### src/rtl/rfm_pkg.sv
// shared types and constants of the reciprocal frequency meter
// no dependencies; used by the channel interfaces and the core
`default_nettype none

package rfm_pkg;

  localparam int unsigned CAP_W        = 16;
  localparam int unsigned FREQ_W       = 26;
  localparam int unsigned PERIOD_W     = 32;
  localparam int unsigned COUNTER_BITS = 16;
  localparam int unsigned WRAP_BITS    = 16;

  localparam logic [FREQ_W-1:0] REF_CLOCK_RESET = FREQ_W'(3000000);

  localparam logic REQ_WRAP    = 1'b0;
  localparam logic REQ_CAPTURE = 1'b1;

  typedef enum logic [3:0] {
    ST_IDLE = 4'b0001,
    ST_CALC = 4'b0010,
    ST_DIV  = 4'b0100,
    ST_DONE = 4'b1000
  } state_t;

endpackage

`default_nettype wire

### src/rtl/rfm_if.sv
// valid/ready channel interfaces for event items and result items
// depends on rfm_pkg for field widths
`default_nettype none

interface rfm_in_if;
  logic                        valid;
  logic                        ready;
  logic                        req_type;
  logic [rfm_pkg::CAP_W-1:0]   capture_value;

  modport source (output valid, output req_type, output capture_value, input ready);
  modport sink   (input valid, input req_type, input capture_value, output ready);
endinterface

interface rfm_out_if;
  logic                          valid;
  logic                          ready;
  logic [rfm_pkg::FREQ_W-1:0]    frequency_hz;
  logic [rfm_pkg::PERIOD_W-1:0]  period_cycles;
  logic                          period_zero;

  modport source (output valid, output frequency_hz, output period_cycles,
                  output period_zero, input ready);
  modport sink   (input valid, input frequency_hz, input period_cycles,
                  input period_zero, output ready);
endinterface

`default_nettype wire

### src/rtl/reciprocal_frequency_meter_core.sv
// reciprocal frequency meter: wrap counting, period forming and bit-serial divide
// depends on rfm_pkg and the channel interfaces in rfm_if.sv
//
// A wrap item is accepted while idle and yields no result. A capture item is
// accepted, its period is formed with a single wide subtract, the quotient is
// then formed one bit per step in the restoring divide step, and the
// result is loaded into the output register when it is free or read. A zero or
// negative period skips the divide. The input is not ready from a capture's
// acceptance until its result has been loaded; a held result in the output
// register does not block new items until the next result is due.
`default_nettype none

module reciprocal_frequency_meter_core #(
  parameter int unsigned COUNTER_BITS = rfm_pkg::COUNTER_BITS,
  parameter int unsigned WRAP_BITS    = rfm_pkg::WRAP_BITS
) (
  input  wire logic                         clk,
  input  wire logic                         rst,
  input  wire logic                         cfg_we,
  input  wire logic [rfm_pkg::FREQ_W-1:0]   cfg_wdata,
  rfm_in_if.sink                            in_ch,
  rfm_out_if.source                         out_ch
);

  localparam int unsigned FW    = rfm_pkg::FREQ_W;
  localparam int unsigned PW    = rfm_pkg::PERIOD_W;
  localparam int unsigned SUM_W = WRAP_BITS + COUNTER_BITS;
  localparam int unsigned EXT_W = (SUM_W > PW) ? SUM_W : PW + 1;
  localparam int unsigned CNT_W = $clog2(FW);

  rfm_pkg::state_t state;

  logic [FW-1:0]           ref_clock_hz;
  logic [COUNTER_BITS-1:0] previous_capture;
  logic [WRAP_BITS-1:0]    wrap_count;
  logic [COUNTER_BITS-1:0] cap;
  logic [PW-1:0]           divisor;
  logic [PW-1:0]           rem;
  logic [FW-1:0]           quot;
  logic                    zero;
  logic [CNT_W-1:0]        cnt;

  logic                    out_valid;
  logic [FW-1:0]           out_freq;
  logic [PW-1:0]           out_period;
  logic                    out_zero;

  logic [rfm_pkg::CAP_W+COUNTER_BITS-1:0] cap_wide;
  logic [COUNTER_BITS-1:0] cap_in;
  logic [EXT_W-1:0]        sum_ext;
  logic [EXT_W:0]          diff;
  logic                    neg;
  logic                    sat;
  logic [PW-1:0]           period_next;
  logic [PW:0]             trial;
  logic [PW:0]             trial_sub;
  logic                    accept;
  logic                    load_out;

  // capture bits above the counter width are dropped
  assign cap_wide = {{COUNTER_BITS{1'b0}}, in_ch.capture_value};
  assign cap_in   = cap_wide[COUNTER_BITS-1:0];

  assign sum_ext = EXT_W'({wrap_count, cap});
  assign diff    = {1'b0, sum_ext} - (EXT_W+1)'(previous_capture);
  assign neg     = diff[EXT_W];
  assign sat     = |diff[EXT_W-1:PW];

  always_comb begin
    if (neg) begin
      period_next = '0;
    end else if (sat) begin
      period_next = '1;
    end else begin
      period_next = diff[PW-1:0];
    end
  end

  // one restoring divide step
  assign trial     = {rem, quot[FW-1]};
  assign trial_sub = trial - {1'b0, divisor};

  assign accept   = in_ch.valid && in_ch.ready;
  assign load_out = (state == rfm_pkg::ST_DONE) && (!out_valid || out_ch.ready);

  assign in_ch.ready          = (state == rfm_pkg::ST_IDLE);
  assign out_ch.valid         = out_valid;
  assign out_ch.frequency_hz  = out_freq;
  assign out_ch.period_cycles = out_period;
  assign out_ch.period_zero   = out_zero;

  always_ff @(posedge clk) begin
    if (rst) begin
      ref_clock_hz <= rfm_pkg::REF_CLOCK_RESET;
    end else if (cfg_we) begin
      ref_clock_hz <= cfg_wdata;
    end
  end

  always_ff @(posedge clk) begin
    if (rst) begin
      state            <= rfm_pkg::ST_IDLE;
      previous_capture <= '0;
      wrap_count       <= '0;
      cnt              <= '0;
    end else begin
      case (state)
        rfm_pkg::ST_IDLE: begin
          if (accept) begin
            if (in_ch.req_type == rfm_pkg::REQ_CAPTURE) begin
              state <= rfm_pkg::ST_CALC;
            end else if (wrap_count != '1) begin
              wrap_count <= wrap_count + 1'b1;
            end
          end
        end
        rfm_pkg::ST_CALC: begin
          previous_capture <= cap;
          wrap_count       <= '0;
          cnt              <= '0;
          state            <= (period_next == '0) ? rfm_pkg::ST_DONE : rfm_pkg::ST_DIV;
        end
        rfm_pkg::ST_DIV: begin
          cnt <= cnt + 1'b1;
          if (cnt == CNT_W'(FW - 1)) begin
            state <= rfm_pkg::ST_DONE;
          end
        end
        rfm_pkg::ST_DONE: begin
          if (load_out) begin
            state <= rfm_pkg::ST_IDLE;
          end
        end
        default: begin
          state <= rfm_pkg::ST_IDLE;
        end
      endcase
    end
  end

  always_ff @(posedge clk) begin
    if (accept) begin
      cap <= cap_in;
    end
    if (state == rfm_pkg::ST_CALC) begin
      divisor <= period_next;
      zero    <= (period_next == '0);
      rem     <= '0;
      quot    <= (period_next == '0) ? '0 : ref_clock_hz;
    end else if (state == rfm_pkg::ST_DIV) begin
      if (!trial_sub[PW]) begin
        rem  <= trial_sub[PW-1:0];
        quot <= {quot[FW-2:0], 1'b1};
      end else begin
        rem  <= trial[PW-1:0];
        quot <= {quot[FW-2:0], 1'b0};
      end
    end
  end

  always_ff @(posedge clk) begin
    if (rst) begin
      out_valid <= 1'b0;
    end else begin
      if (out_valid && out_ch.ready) begin
        out_valid <= 1'b0;
      end
      if (load_out) begin
        out_valid <= 1'b1;
      end
    end
  end

  always_ff @(posedge clk) begin
    if (load_out) begin
      out_freq   <= quot;
      out_period <= divisor;
      out_zero   <= zero;
    end
  end

  // a new result appears only out of the load state
  assert property (@(posedge clk) disable iff (rst)
    $rose(out_valid) |-> $past(state == rfm_pkg::ST_DONE))
    else $error("result valid without load");

  // a wrap item never starts the sequencer
  assert property (@(posedge clk) disable iff (rst)
    accept && (in_ch.req_type == rfm_pkg::REQ_WRAP) |=> state == rfm_pkg::ST_IDLE)
    else $error("wrap item left idle");

  // wrap count is cleared once a capture has formed its period
  assert property (@(posedge clk) disable iff (rst)
    accept && (in_ch.req_type == rfm_pkg::REQ_CAPTURE) |=> ##1 wrap_count == '0)
    else $error("wrap count not cleared after capture");

  // a flagged zero period always carries a zero frequency and period
  assert property (@(posedge clk) disable iff (rst)
    out_valid && out_zero |-> (out_freq == '0) && (out_period == '0))
    else $error("zero period with nonzero result");

  // divide step counter stays within the quotient width
  assert property (@(posedge clk) disable iff (rst)
    state == rfm_pkg::ST_DIV |-> cnt <= CNT_W'(FW - 1))
    else $error("divide step count overrun");

endmodule

`default_nettype wire

### src/flat_wrapper.sv
// flat-port wrapper written by rule: the top's interface ports become plain ports
module reciprocal_frequency_meter_core_flat 
#(
  parameter int unsigned COUNTER_BITS = rfm_pkg::COUNTER_BITS,
  parameter int unsigned WRAP_BITS    = rfm_pkg::WRAP_BITS
)
  (clk, rst, cfg_we, cfg_wdata, in_ch_valid, in_ch_req_type, in_ch_capture_value, in_ch_ready, out_ch_valid, out_ch_frequency_hz, out_ch_period_cycles, out_ch_period_zero, out_ch_ready);
  rfm_in_if in_ch_i ();
  rfm_out_if out_ch_i ();
  input  wire logic clk;
  input  wire logic rst;
  input  wire logic cfg_we;
  input  wire logic [rfm_pkg::FREQ_W-1:0] cfg_wdata;
  input wire logic [$bits(in_ch_i.valid)-1:0] in_ch_valid;
  input wire logic [$bits(in_ch_i.req_type)-1:0] in_ch_req_type;
  input wire logic [$bits(in_ch_i.capture_value)-1:0] in_ch_capture_value;
  output wire logic [$bits(in_ch_i.ready)-1:0] in_ch_ready;
  output wire logic [$bits(out_ch_i.valid)-1:0] out_ch_valid;
  output wire logic [$bits(out_ch_i.frequency_hz)-1:0] out_ch_frequency_hz;
  output wire logic [$bits(out_ch_i.period_cycles)-1:0] out_ch_period_cycles;
  output wire logic [$bits(out_ch_i.period_zero)-1:0] out_ch_period_zero;
  input wire logic [$bits(out_ch_i.ready)-1:0] out_ch_ready;
  assign in_ch_i.valid = in_ch_valid;
  assign in_ch_i.req_type = in_ch_req_type;
  assign in_ch_i.capture_value = in_ch_capture_value;
  assign in_ch_ready = in_ch_i.ready;
  assign out_ch_valid = out_ch_i.valid;
  assign out_ch_frequency_hz = out_ch_i.frequency_hz;
  assign out_ch_period_cycles = out_ch_i.period_cycles;
  assign out_ch_period_zero = out_ch_i.period_zero;
  assign out_ch_i.ready = out_ch_ready;
  reciprocal_frequency_meter_core #(.COUNTER_BITS(COUNTER_BITS), .WRAP_BITS(WRAP_BITS)) u_core (.clk(clk), .rst(rst), .cfg_we(cfg_we), .cfg_wdata(cfg_wdata), .in_ch(in_ch_i), .out_ch(out_ch_i));
endmodule
### config.mk
export PLATFORM = sky130hd
export DESIGN_NAME = reciprocal_frequency_meter_core_flat
export DESIGN_NICKNAME = d
export VERILOG_FILES = /design/src/rtl/rfm_pkg.sv /design/src/rtl/rfm_if.sv /design/src/rtl/reciprocal_frequency_meter_core.sv /design/src/flat_wrapper.sv
export SDC_FILE = /design/constraint.sdc
export NUM_CORES = 1
export LEC_CHECK = 0
export BUFFER_PORTS_ARGS = -buffer_cell sky130_fd_sc_hd__buf_2
export CAP_MARGIN = 20
export CORE_MARGIN = 8
export CORE_UTILIZATION = 43
export CTS_BUF_LIST = sky130_fd_sc_hd__clkbuf_8
export DETAILED_ROUTE_END_ITERATION = 6
export PLACE_DENSITY = 0.66
export RECOVER_POWER = 25
export SETUP_SLACK_MARGIN = 0.4
export SLEW_MARGIN = 20
export SYNTH_ARGS = -nofsm -noshare
export SYNTH_HDL_FRONTEND = slang
export SYNTH_SLANG_ARGS = --single-unit
### constraint.sdc
create_clock -name clk -period 3.4 [get_ports clk]
set_input_delay 0.17 -clock clk [delete_from_list [all_inputs] [get_ports clk]]
set_output_delay 0.17 -clock clk [all_outputs]
set_load 0.1 [all_outputs]
== After elaboration in Yosys (flattened, before gate mapping) ==
Index checks and enable logic that the tools add are counted.

* Flip-flop bits (word level): 234
* Logic and storage cells: 61

* Add/sub/neg operators: 4
* Eq/ne operators: 12
* Muxes and demuxes: 20
* Reductions and logical operators: 11

{| class="wikitable"
|+ Operators by type and width
! kind !! number
|-
| $mux 32 || 3
|-
| $mux 26 || 3
|-
| $mux 16 || 3
|-
| $sub 32x16->33 || 1
|-
| $sub 33x32->33 || 1
|-
| $logic_not 32->1 || 1
|-
| $pmux 16 s2 || 1
|-
| $mux 4 || 5
|-
| $add 16x1->16 const B || 1
|-
| $ne 16x16->1 const B || 1
|-
| $pmux 4 s4 || 1
|-
| $pmux 5 s2 || 1
|-
| $ne 2x2->1 const B || 4
|-
| $reduce_and 4->1 || 2
|-
| $reduce_bool 2->1 || 3
|-
| $add 5x1->5 const B || 1
|-
| $eq 5x5->1 const B || 1
|-
| $eq 4x1->1 const B || 1
|-
| $eq 4x2->1 const B || 1
|-
| $eq 4x3->1 const B || 1
|-
| $eq 4x4->1 const B || 1
|-
| $ne 2x1->1 const B || 2
|-
| $logic_and 1x1->1 || 3
|-
| $mux 1 || 3
|-
| 2 further kinds || 2
|}

== Depth between registers and ports, before layout ==
* Depth after elaboration: 6
* Depth in mapped cells: 14
* Gate-level depth less buffers: 12

== Worst setup path before layout ==
Ideal clock, no wire load.

* Kind: register to register
* Start: register u_core.out_valid, in the netlist u_core.out_ch.valid
* End: register u_core.out_freq[0], in the netlist u_core.out_ch.frequency_hz[0] (enable)
* Data arrival time: 3.571 ns
* Required time: 2.918 ns
* Path slack: -0.653 ns
* Stages on the path, launching flop included: 3
* Buffers on the path: 0
* Path through: dfxtp_1 -> nand2b_1 -> nor2b_1

* Longest elaborated chain between the ends: 3

{| class="wikitable"
|+ Ends and longest elaborated chain
! item !! line !! source
|-
| start: declaration || reciprocal_frequency_meter_core.sv:43 || <nowiki>logic out_valid;</nowiki>
|-
| start signal: assignment || reciprocal_frequency_meter_core.sv:163 || <nowiki>out_valid <= 1'b0;</nowiki>
|-
| start signal: assignment || reciprocal_frequency_meter_core.sv:166 || <nowiki>out_valid <= 1'b0;</nowiki>
|-
| start signal: assignment || reciprocal_frequency_meter_core.sv:169 || <nowiki>out_valid <= 1'b1;</nowiki>
|-
| $logic_not 1->1 || reciprocal_frequency_meter_core.sv:84 || <nowiki>assign load_out = (state == rfm_pkg::ST_DONE) && (!out_valid || out_ch.ready);</nowiki>
|-
| $logic_or 1x1->1 || reciprocal_frequency_meter_core.sv:84 ||
|-
| $logic_and 1x1->1 || reciprocal_frequency_meter_core.sv:84 ||
|-
| named net u_core.load_out || reciprocal_frequency_meter_core.sv:58 || <nowiki>logic load_out;</nowiki>
|-
| end signal: assignment || reciprocal_frequency_meter_core.sv:176 || <nowiki>out_freq <= quot;</nowiki>
|-
| end: declaration || reciprocal_frequency_meter_core.sv:44 || <nowiki>logic [FW-1:0] out_freq;</nowiki>
|}

The timed path passes the listed nets, and every way through them passes these cells.
A chain may end at the register's enable or synchronous reset.

== Final worst setup path ==
* Start: register u_core.cap[0]
* End: register u_core.quot[6], data pin

* Longest elaborated chain between the ends: 6

{| class="wikitable"
|+ Ends and longest elaborated chain
! item !! line !! source
|-
| start: declaration || reciprocal_frequency_meter_core.sv:36 || <nowiki>logic [COUNTER_BITS-1:0] cap;</nowiki>
|-
| start signal: assignment || reciprocal_frequency_meter_core.sv:143 || <nowiki>cap <= cap_in;</nowiki>
|-
| $sub 32x16->33 * || reciprocal_frequency_meter_core.sv:65 || <nowiki>assign diff = {1'b0, sum_ext} - (EXT_W+1)'(previous_capture);</nowiki>
|-
| $mux 32 || reciprocal_frequency_meter_core.sv:72 || <nowiki>end else if (sat) begin</nowiki>
|-
| $mux 32 * || reciprocal_frequency_meter_core.sv:70 || <nowiki>if (neg) begin</nowiki>
|-
| named net u_core.period_next[24] || reciprocal_frequency_meter_core.sv:54 || <nowiki>logic [PW-1:0] period_next;</nowiki>
|-
| $logic_not 32->1 * || reciprocal_frequency_meter_core.sv:149 || <nowiki>quot <= (period_next == '0) ? '0 : ref_clock_hz;</nowiki>
|-
| $mux 26 * || reciprocal_frequency_meter_core.sv:149 ||
|-
| $mux 26 * || reciprocal_frequency_meter_core.sv:145 || <nowiki>if (state == rfm_pkg::ST_CALC) begin</nowiki>
|-
| end signal: assignment || reciprocal_frequency_meter_core.sv:149 ||
|-
| end signal: assignment || reciprocal_frequency_meter_core.sv:153 || <nowiki>quot <= {quot[FW-2:0], 1'b1};</nowiki>
|-
| end signal: assignment || reciprocal_frequency_meter_core.sv:156 || <nowiki>quot <= {quot[FW-2:0], 1'b0};</nowiki>
|-
| end: declaration || reciprocal_frequency_meter_core.sv:39 || <nowiki>logic [FW-1:0] quot;</nowiki>
|}

The timed path passes the listed nets; every way through them passes the cells marked *.

==> results.sh <==
export IMPL_n_fill_cell=2483
export IMPL_r2r_cells=15
export IMPL_synth_area_top_cells="edfxtp_1 32%, dfxtp_1 16%, ha_1 5.3%"
export IMPL_gp_congestion=0.9495
export IMPL_synthToLayoutAreaGrowth_pct=33.69
export IMPL_drive_gt1_frac=0.2864
export IMPL_drc=0
export IMPL_cts_max_level=2
export IMPL_startpoint_type="register"
export IMPL_clk_path_buf_depth=3
export IMPL_cts_root_buffer="clkbuf_8"
export IMPL_drtIter0Drc=845
export IMPL_fin_crit_ns=3.435
export IMPL_die_w_um=187.9
export IMPL_hold_violations=0
export IMPL_num_io_pins=109
export IMPL_first_pass_iters=5
export IMPL_dieArea_um2=35320
export IMPL_violations="max-capacitance violations, max-slew violations, negative setup slack"
export IMPL_multi_input_area_um2=6701
export IMPL_wl_per_cell_um=17.34
export IMPL_grt_pass1_wl_um=57130
export IMPL_setup_tns_ns=-0.1336
export IMPL_setup_viol=6
export IMPL_crit_top_cell="o21ai_4"
export IMPL_crit_type="reg -> reg"
export IMPL_antenna_found_initial=2
export IMPL_portBuffers=108
export IMPL_r2r_start="u_core.cap[0]"
export IMPL_viasPerCell=5.375
export IMPL_synth_cells=1323
export IMPL_path_max_fanout=7
export IMPL_ant_nets=0
export IMPL_regArea_um2=6026
export IMPL_slew_headroom=-0.3598
export IMPL_fmax_mhz=291.1
export IMPL_required_ns=3.70
export IMPL_power_mw=10.03
export IMPL_routed_wirelength_um=35730
export IMPL_clk_pin_slew_ns=0.06
export IMPL_p_per_area_nw_per_um2=590.4
export IMPL_syn_num_nets=1427
export IMPL_yosys_most_used_dff="edfxtp_1"
export IMPL_first_global_vias=10890
export IMPL_fp_dieH_um=187.9
export IMPL_skew_ns=0.02797
export IMPL_ir_drop_mv=0.2895
export IMPL_cts_tree="yes"
export IMPL_hp_start="in_ch_valid"
export IMPL_holdWs_ns=0.05642
export IMPL_grt_usage=0.1967
export IMPL_synth_top_area_share=0.3166
export IMPL_yosysSeqAreaShare=0.4741
export IMPL_startpoint="u_core.cap[0]"
export IMPL_grt_ovfl_total=0
export IMPL_yosysTopAreaCell="edfxtp_1"
export IMPL_critical_path_arrival_ns=3.74
export IMPL_grt_max_degree=44
export IMPL_worstSkewPairLatency_ns=0.57
export IMPL_cpMaxStageDelayCell="edfxtp_1"
export IMPL_worstMarginPinSlew_ns=2.040
export IMPL_numCtsBuffers=40
export IMPL_whs_path_depth=3
export IMPL_endpoint_kind="register"
export IMPL_rsz0062_at_grt="true"
export IMPL_num_rows=63
export IMPL_netlist_area_um2=12710
export IMPL_start_util=0.4323
export IMPL_num_vias=11080
export IMPL_slowest_delay_ns=0.37
export IMPL_synth_edf_count=134
export IMPL_synthArstFlopShare=0
export IMPL_slew_viol_final=37
export IMPL_synth_cell_type_count=80
export IMPL_layout_worst_path_cycle_share=1.010
export IMPL_ys_warnings_count=0
export IMPL_avgSynthCellArea_um2=9.608
export IMPL_nets=1742
export IMPL_ys_ff_latch=234
export IMPL_maxCapViolCount=1
export IMPL_hold_path_class="in -> reg"
export IMPL_cts_sinks=234
export IMPL_path_cells="inv_2, ha_4, fa_2, nor2b_4, o21ai_4, a21oi_4, buf_6, o21ai_4, a211o_1, a31o_2, a2111o_1, nor4b_4, buf_4, clkbuf_16, o21ai_2"
export IMPL_core_um2=29400
export IMPL_cellLeakagePower_nw=6.840
export IMPL_fin_ws_ns=-0.03520
export IMPL_dp_hpwl_um=24850
export IMPL_status="finished with violations"
==> cell usage in the layout (no fill, tap or decap), types with 34 or more instances in the layout <==
| cell type | instances |
|---|---|
| xnor2_1 | 34 |
| dfxtp_1 | 100 |
| inv_1 | 78 |
| dlygate4sd3_1 | 44 |
| buf_4 | 162 |
| nor2_1 | 121 |
| ha_1 | 38 |
| edfxtp_1 | 134 |
| buf_2 | 107 |
| nand3_1 | 46 |
| mux2i_1 | 45 |
| a21oi_1 | 75 |
| clkbuf_8 | 50 |
| nand2_1 | 142 |
==> final cells by class <==
| type | count | share of cell area |
|---|---|---|
| repair buffers | 343 | 0.1540 |
| inverters | 74 | 0.01635 |
| multi-input cells | 945 | 0.3943 |
| clock buffers | 50 | 0.04049 |
| flip-flops and latches | 234 | 0.3546 |
| clock inverters | 23 | 0.01126 |
| diodes | 2 | 0.0002945 |
| well taps | 390 | 0.02871 |
==> logic make-up (layout without fill, tap and decap cells) <==
kind of cell | after synthesis | in the layout | share of synthesized area
fa+ha+maj | 56 | 56 | 0.05631
compound gates | 319 | 319 | 0.1692
simple gates | 467 | 467 | 0.1785
mux | 49 | 49 | 0.03859
other cells | 0 | 2 | 0
xor+xnor | 54 | 54 | 0.03721
flops | 234 | 234 | 0.4741
buf+inv | 144 | 490 | 0.04616
==> critical path: cells and delay by family, from the launching register on <==
kind,cells,cell delay [ns]
AOI/OAI and AO/OA,7,1.21
buffers and inverters,4,0.58
adders and majority gates,2,0.51
and+or+nand+nor,2,0.52
DFF,1,0.37
==> timing repair <==
item                       CTS  global route
gates cloned                 5             1
gates resized for setup     84            71
hold endpoints to repair    44             0
hold buffers                44             0
pin swaps                   40            42
setup endpoints to repair   61            62
setup buffers               25            16
==> final timing paths <==
check | endpoint | slack (ns)
min reg2reg | u_core.out_ch.period_cycles[6] | 0.43
min | u_core.state[1] | 0.06
max | u_core.quot[6] | -0.04
max reg2reg | u_core.quot[6] | -0.04
==> sequential cells by signal, summed over array words and instances (netlist names) <==
register and flops:
u_core.out_ch.frequency_hz 26, u_core.cnt 5, u_core.state 4, u_core.cap 16, u_core.rem 32, u_core.wrap_count 16
u_core.divisor 32, u_core.ref_clock_hz 26, u_core.previous_capture 16, u_core.out_ch.period_cycles 32, u_core.out_ch.valid 1, u_core.zero 1
u_core.out_ch.period_zero 1, u_core.quot 26
==> per-layer routing <==
| layer | GRT usage | part of all wire | vias to the layer above |
|---|---|---|---|
| li1 | - | - | 5429 |
| met1 | 0.2526 | 0.44 | 5280 |
| met2 | 0.3283 | 0.48 | 301 |
| met3 | 0.03362 | 0.052 | 68 |
| met4 | 0.07242 | 0.027 | 0 |
| met5 | 0 | 0 | - |
==> cell usage after synthesis, types with 5 or more instances <==
library cell / instances
o31ai_1: 9
or3_1: 11
a31oi_1: 6
nand2b_1: 13
nand3b_1: 9
a211o_1: 16
buf_6: 5
a211oi_1: 9
a21o_1: 22
o21ai_2: 19
xor2_1: 19
o211ai_1: 14
nor2b_1: 15
a311oi_1: 8
edfxtp_1: 134
o21a_1: 11
mux2i_1: 49
clkbuf_1: 55
ha_1: 54
a21oi_1: 83
nor3_1: 26
and2_1: 8
dfxtp_1: 100
o21ai_0: 68
buf_2: 7
nand4_1: 16
nand2_1: 145
nand3_1: 47
inv_1: 73
nor2_1: 123
or2_2: 8
o2111ai_1: 5
nor4_1: 5
xnor2_1: 35
and3_1: 11
==> through the flow <==
step / instance area (um2) / utilization / setup slack (ns) / cells
after CTS: 16520 / 0.5620 / -0.09980 / 2041
after global routing: 16990 / 0.5780 / -0.1477 / 2061
after floorplan: 12750 / - / -0.07674 / 1323
after detailed placement: 14600 / 0.4964 / -0.3828 / 1894
after global placement: 14600 / 0.4964 / -0.2641 / 1894
final: 16990 / 0.5780 / -0.03520 / 2061
==> report_power, final <==
| part | leakage [nW] | total [mW] | switching (mW) | internal [mW] |
|---|---|---|---|---|
| logic | 4.33 | 3.81 | 2.05 | 1.76 |
| registers | 2.04 | 3.48 | 0.171 | 3.31 |
| clock network | 0.478 | 2.75 | 1.18 | 1.56 |
| total | 6.84 | 10.0 | 3.40 | 6.63 |
(Power assumes the default switching activity.)
